### src/rtl/lfb_pkg.sv
// Shared constants, field widths and controller/datapath interface types.
`timescale 1ns / 1ps
package lfb_pkg;

  localparam int TABLE_WORDS = 521;
  localparam int SHORT_LAG   = 32;
  localparam int SEED_WORDS  = 17;

  localparam int LAG_USED    = (SHORT_LAG < TABLE_WORDS) ? SHORT_LAG : (TABLE_WORDS - 1);
  localparam int TABLE_BYTES = TABLE_WORDS * 4;

  localparam int ADDR_W = $clog2(TABLE_WORDS);
  localparam int POS_W  = $clog2(TABLE_BYTES + 1);

  localparam int MODE_W     = 2;
  localparam int SEED_IDX_W = 5;
  localparam int WORD_W     = 32;
  localparam int SKIP_W     = 20;
  localparam int BYTE_W     = 8;
  localparam int REM_W      = SKIP_W + 1;

  localparam int IN_FIELDS_W = SEED_IDX_W + WORD_W + SKIP_W;
  localparam int IN_TDATA_W  = ((IN_FIELDS_W + 7) / 8) * 8;
  localparam int OUT_TDATA_W = ((BYTE_W + 7) / 8) * 8;

  localparam int EXPAND_PASSES = 4;
  localparam int PASS_W        = $clog2(EXPAND_PASSES + 1);

  localparam int EXP_SHL = 23;
  localparam int EXP_SHR = 9;
  localparam logic [WORD_W-1:0] MIX_KEEP = 32'hFF00FFFF;
  localparam logic [WORD_W-1:0] MIX_MOVE = 32'h00FF0000;

  localparam logic [MODE_W-1:0] MODE_SEED = 2'd0;
  localparam logic [MODE_W-1:0] MODE_EMIT = 2'd1;
  localparam logic [MODE_W-1:0] MODE_SKIP = 2'd2;

  typedef struct packed {
    logic seed_wr;
    logic idx_clr;
    logic idx_inc;
    logic ld_rd;
    logic ld_wr;
    logic exp_wr;
    logic fwd_rd;
    logic fwd_wr;
    logic emit_rd;
    logic out_load;
    logic pos_clr;
    logic pos_inc;
    logic pos_from_rem;
    logic rem_load;
    logic rem_sub;
  } lfb_cmd_t;

  typedef struct packed {
    logic [MODE_W-1:0] in_mode;
    logic              in_seed_ok;
    logic              in_seed_last;
    logic              ld_last;
    logic              idx_last;
    logic              pos_wrap;
    logic              rem_wrap;
    logic              out_free;
  } lfb_sts_t;

endpackage

### src/rtl/lfb_ctrl.sv
// Sequencing state machine: seeding, expansion, forward passes, emit and skip.
`timescale 1ns / 1ps
module lfb_ctrl (
  input  logic             clk_i,
  input  logic             rst_ni,
  input  logic             in_valid_i,
  output logic             in_ready_o,
  input  lfb_pkg::lfb_sts_t sts_i,
  output lfb_pkg::lfb_cmd_t cmd_o
);
  import lfb_pkg::*;

  typedef enum logic [2:0] {
    ST_IDLE,
    ST_LD_RD,
    ST_LD_WR,
    ST_EXP,
    ST_FWD_RD,
    ST_FWD_WR,
    ST_EMIT,
    ST_SKIP
  } state_e;

  state_e              state_q, state_d;
  logic [PASS_W-1:0]   passes_q, passes_d;
  logic                skip_q, skip_d;

  always_comb begin
    state_d    = state_q;
    passes_d   = passes_q;
    skip_d     = skip_q;
    cmd_o      = '0;
    in_ready_o = 1'b0;
    unique case (state_q)
      ST_IDLE: begin
        in_ready_o = 1'b1;
        if (in_valid_i) begin
          unique case (sts_i.in_mode)
            MODE_SEED: begin
              if (sts_i.in_seed_ok) begin
                cmd_o.seed_wr = 1'b1;
                if (sts_i.in_seed_last) begin
                  cmd_o.idx_clr = 1'b1;
                  cmd_o.pos_clr = 1'b1;
                  passes_d      = PASS_W'(EXPAND_PASSES);
                  skip_d        = 1'b0;
                  state_d       = ST_LD_RD;
                end
              end
            end
            MODE_EMIT: begin
              cmd_o.emit_rd = 1'b1;
              state_d       = ST_EMIT;
            end
            MODE_SKIP: begin
              cmd_o.rem_load = 1'b1;
              state_d        = ST_SKIP;
            end
            default: ;
          endcase
        end
      end
      ST_LD_RD: begin
        cmd_o.ld_rd = 1'b1;
        state_d     = ST_LD_WR;
      end
      ST_LD_WR: begin
        cmd_o.ld_wr   = 1'b1;
        cmd_o.idx_inc = 1'b1;
        state_d       = sts_i.ld_last ? ST_EXP : ST_LD_RD;
      end
      ST_EXP: begin
        cmd_o.exp_wr = 1'b1;
        if (sts_i.idx_last) begin
          cmd_o.idx_clr = 1'b1;
          state_d       = ST_FWD_RD;
        end else begin
          cmd_o.idx_inc = 1'b1;
        end
      end
      ST_FWD_RD: begin
        cmd_o.fwd_rd = 1'b1;
        state_d      = ST_FWD_WR;
      end
      ST_FWD_WR: begin
        cmd_o.fwd_wr = 1'b1;
        state_d      = ST_FWD_RD;
        if (sts_i.idx_last) begin
          cmd_o.idx_clr = 1'b1;
          if (passes_q == PASS_W'(1)) begin
            state_d = skip_q ? ST_SKIP : ST_IDLE;
          end else begin
            passes_d = passes_q - PASS_W'(1);
          end
        end else begin
          cmd_o.idx_inc = 1'b1;
        end
      end
      ST_EMIT: begin
        // hold the read word until the output register can take the byte
        if (sts_i.out_free) begin
          cmd_o.out_load = 1'b1;
          if (sts_i.pos_wrap) begin
            cmd_o.pos_clr = 1'b1;
            cmd_o.idx_clr = 1'b1;
            passes_d      = PASS_W'(1);
            skip_d        = 1'b0;
            state_d       = ST_FWD_RD;
          end else begin
            cmd_o.pos_inc = 1'b1;
            state_d       = ST_IDLE;
          end
        end
      end
      ST_SKIP: begin
        if (sts_i.rem_wrap) begin
          cmd_o.rem_sub = 1'b1;
          cmd_o.idx_clr = 1'b1;
          passes_d      = PASS_W'(1);
          skip_d        = 1'b1;
          state_d       = ST_FWD_RD;
        end else begin
          cmd_o.pos_from_rem = 1'b1;
          state_d            = ST_IDLE;
        end
      end
      default: state_d = ST_IDLE;
    endcase
  end

  always_ff @(posedge clk_i or negedge rst_ni) begin
    if (!rst_ni) begin
      state_q  <= ST_IDLE;
      passes_q <= '0;
      skip_q   <= 1'b0;
    end else begin
      state_q  <= state_d;
      passes_q <= passes_d;
      skip_q   <= skip_d;
    end
  end

endmodule

### config.mk
export PLATFORM = sky130hd
export DESIGN_NAME = lfb_ctrl
export DESIGN_NICKNAME = d
export VERILOG_FILES = /design/src/rtl/lfb_pkg.sv /design/src/rtl/lfb_ctrl.sv
export SDC_FILE = /design/constraint.sdc
export NUM_CORES = 1
export LEC_CHECK = 0
export ABC_CLOCK_PERIOD_IN_PS = 2200
export BUFFER_PORTS_ARGS = -buffer_cell sky130_fd_sc_hd__buf_2
export CORE_ASPECT_RATIO = 1.1
export CORE_MARGIN = 8
export CORE_UTILIZATION = 45
export DETAILED_ROUTE_END_ITERATION = 6
export GPL_TIMING_DRIVEN = 0
export PLACE_DENSITY = 0.79
export SYNTH_ARGS = -nofsm -noshare
export SYNTH_HDL_FRONTEND = slang
export SYNTH_SLANG_ARGS = --single-unit
### constraint.sdc
create_clock -name clk_i -period 2.2 [get_ports clk_i]
set_clock_uncertainty 0.15 [all_clocks]
set_input_delay 0.33 -clock clk_i [delete_from_list [all_inputs] [get_ports clk_i]]
set_output_delay 0.33 -clock clk_i [all_outputs]
set_load 0.1 [all_outputs]
==> results.py <==
metrics = {
    "drt": {
        "wl_per_cell_um": 15.85,
        "routed_wirelength_mm": 2.441,
        "route.detailed.drc": 0,
        "vias": 887,
        "antenna_left": 0,
        "first_pass_iters": 4,
        "drtIter0Drc": 32,
        "viasPerCell": 5.760,
    },
    "timing": {
        "finalCritPeriodShare_pct": 97.30,
        "slew_viol_final": 0,
        "rsz0062_at_grt": "yes",
        "tns_ns": 0,
        "final_hold_viol_count": 0,
        "setup_viol": 0,
        "finalCriticalPeriod_ns": 2.141,
        "tightest_slew_ns": 0.5044,
        "fmax_mhz": 467.2,
        "fin_hold_ws_ns": 0.2084,
        "slew_headroom_pct": 66.61,
    },
    "clocking": {
        "clk_pin_slew_ns": 0.05,
        "cts_root_buffer": "clkbuf_4",
        "clk_latency_ns": 0.25,
        "numCtsBuffers": 3,
        "cts.htree.levels": 1,
        "cts.sinks": 7,
        "cts_tree": "yes",
        "clock_path_buffers": 2,
    },
    "floorplanning": {
        "core_um2": 1722,
        "dieArea_um2": 3364,
        "num_io_pins": 28,
        "die_w_um": 56.03,
        "core.rowCount": 16,
        "die_h_um": 60.04,
        "start_util_pct": 46.08,
    },
    "logic_synthesis": {
        "synth_top_cells_by_area": "dfrtp_1 (22%), ha_1 (7.9%), nand2_1 (5.7%), mux2_4 (3.8%), a221oi_4 (3.3%)",
        "ys.flop_type": "dfrtp_1",
        "async_flop_share_pct": 100.0,
        "yosys.area.top_type_share_pct": 22.08,
        "synthDistinctLibCells": 42,
        "netlist_instances": 96,
        "yosysSeqAreaShare_pct": 22.08,
        "synth_edf_count": 0,
        "yosysWarnings": 0,
        "syn-cell-area_um2": 793.3,
        "post_synth.cell_area_avg_um2": 8.263,
        "synth_area_leader_cell": "dfrtp_1",
        "ys_ff_latch": 7,
        "synth_nets": 113,
    },
    "global_route": {
        "track_usage_pct": 14.17,
        "grt-busiest-layer": "met2",
        "use_met3_pct": 4.034,
        "grt_antenna_before_repair": 0,
        "grt_overflow": 0,
        "grt_pass1_vias": 883,
        "grt_start_max_net_pins": 11,
        "use_met1_pct": 14.60,
        "use_met2_pct": 25.67,
        "grt_pass1_wl_mm": 3.981,
    },
    "finish": {
        "nNetsFinal": 154,
        "final_cell_mix": "buf_2 (18), buf_4 (13), nand2_1 (12)",
        "syn_to_final_growth_pct": 45.74,
        "diodes": 0,
        "final_common_cell": "buf_2",
        "drive_gt1_share_pct": 48.53,
        "fill_cells": 146,
    },
    "setup_path": {
        "start_kind": "flop",
        "cp-end-kind": "output port",
        "worst-r2r-setup-slack_ns": 0.17,
        "worstPathRequired_ns": 1.72,
        "reg2reg_from": "state_q[1]",
        "worstPathMaxFanout": 6,
        "r2r-end": "passes_q[0]",
        "reg2reg_depth": 5,
        "path_class": "flop to output port",
        "cp.arrival_ns": 1.66,
    },
    "place": {
        "place.gp.congestion": 0.8595,
        "io_buffers": 27,
        "hpwlAfterDp_mm": 1.703,
    },
    "min_path": {
        "hold_path.class": "input pin to flop",
        "hold_end": "state_q[2]",
        "hold_depth": 2,
        "worstHoldStart": "sts_i[0]",
    },
    "power_and_ir_drop": {
        "ir_worst_vdd_uv": 1171,
        "power_per_cell_area_nw_per_um2": 1716,
        "p_leak_nw": 0.5750,
    },
    "run_status": {
        "status": "complete, no violations",
    },
    "flow_run": {
        "drv_cap": 0,
    },
}
[worst max path at each step]
stage | from | end | cells after the start
detailed placement | state_q[1] | cmd_o[13] | 5
floorplan | state_q[0] | cmd_o[13] | 5
finish | state_q[1] | cmd_o[2] | 3
CTS | state_q[2] | cmd_o[6] | 5
global route | state_q[2] | cmd_o[13] | 6
global placement | state_q[1] | cmd_o[13] | 5
[stage by stage]
| stage | power, mW | std cells | util [%] | worst slack (ns) | cell area, µm² |
|---|---|---|---|---|---|
| final | 1.983 | 154 | 67.15 | 0.05942 | 1156 |
| after global routing | 2.098 | 154 | 67.15 | -0.009589 | 1156 |
| after CTS | 1.913 | 151 | 64.83 | 0.0005509 | 1116 |
| after detailed placement | 1.674 | 141 | 58.87 | -0.1065 | 1013 |
| after global placement | 1.652 | 141 | 58.87 | -0.08320 | 1013 |
| after floorplan | 1.456 | 96 | - | -1.035 | 855.8 |
[metal layers]
metal  part of all wire (%)  vias to the layer above  routed length, µm
met5                      0                        -                  0
met2                     52                       36               1274
met3                    7.8                       11                190
met1                     37                      416                909
met4                    2.8                        0                 68
li1                       -                      424                  -
[synthesized netlist by cell type (2+ instances only)]
library cell / count
nand2_1: 12
dfrtp_1: 7
inv_1: 6
nor2_1: 6
a21oi_1: 5
ha_1: 5
nand2b_1: 4
nor3_1: 4
nor3b_1: 3
o21ai_0: 3
o21ai_1: 3
a21o_1: 2
and3_1: 2
and3_2: 2
clkbuf_1: 2
mux2_4: 2
nor2b_1: 2
o21bai_1: 2
[where the power goes]
part / switching, mW / leakage (nW) / internal [mW] / total [mW]
sequential: 0.0498 / 0.0848 / 0.189 / 0.238
clock: 0.0452 / 0.0150 / 0.0691 / 0.114
combinational: 1.08 / 0.475 / 0.549 / 1.63
total: 1.18 / 0.575 / 0.806 / 1.98
[cell type report]
class / instances / area (µm²) / area share (%)
multi-input cells: 77 / 616.8 / 53.35
repair buffers: 36 / 244.0 / 21.10
flip-flops and latches: 7 / 175.2 / 15.15
plain buffers: 5 / 41.29 / 3.571
inverters: 7 / 30.03 / 2.597
clock buffers: 4 / 26.28 / 2.273
well taps: 18 / 22.52 / 1.948
[repair_timing]
action | in CTS | in global routing
endpoints found under the hold margin | 7 | 0
pin swaps | 1 | 5
buffers inserted | 5 | 3
endpoints found under the setup margin | 11 | 7
resized for setup | 10 | 11
hold buffers | 1 | 0
[registers in the layout, indices dropped and copies added (netlist names)]
register	count
passes_q	3
state_q	3
skip_q	1
[critical path, cell delays in order, from the launching register on]
cell and delay, ns:
dfrtp_1 0.50, nand2_1 0.22, nor3_4 0.22, buf_2 0.47
[cells by family (layout without fill, tap and decap cells)]
family | count (synthesis) | count (layout) | share of synthesized area [%]
simple gates | 44 | 44 | 32.02
compound gates | 25 | 25 | 24.92
buf+inv | 12 | 52 | 7.885
flops | 7 | 7 | 22.08
fa+ha+maj | 5 | 5 | 7.886
mux | 3 | 3 | 5.205
(Power assumes the default switching activity.)
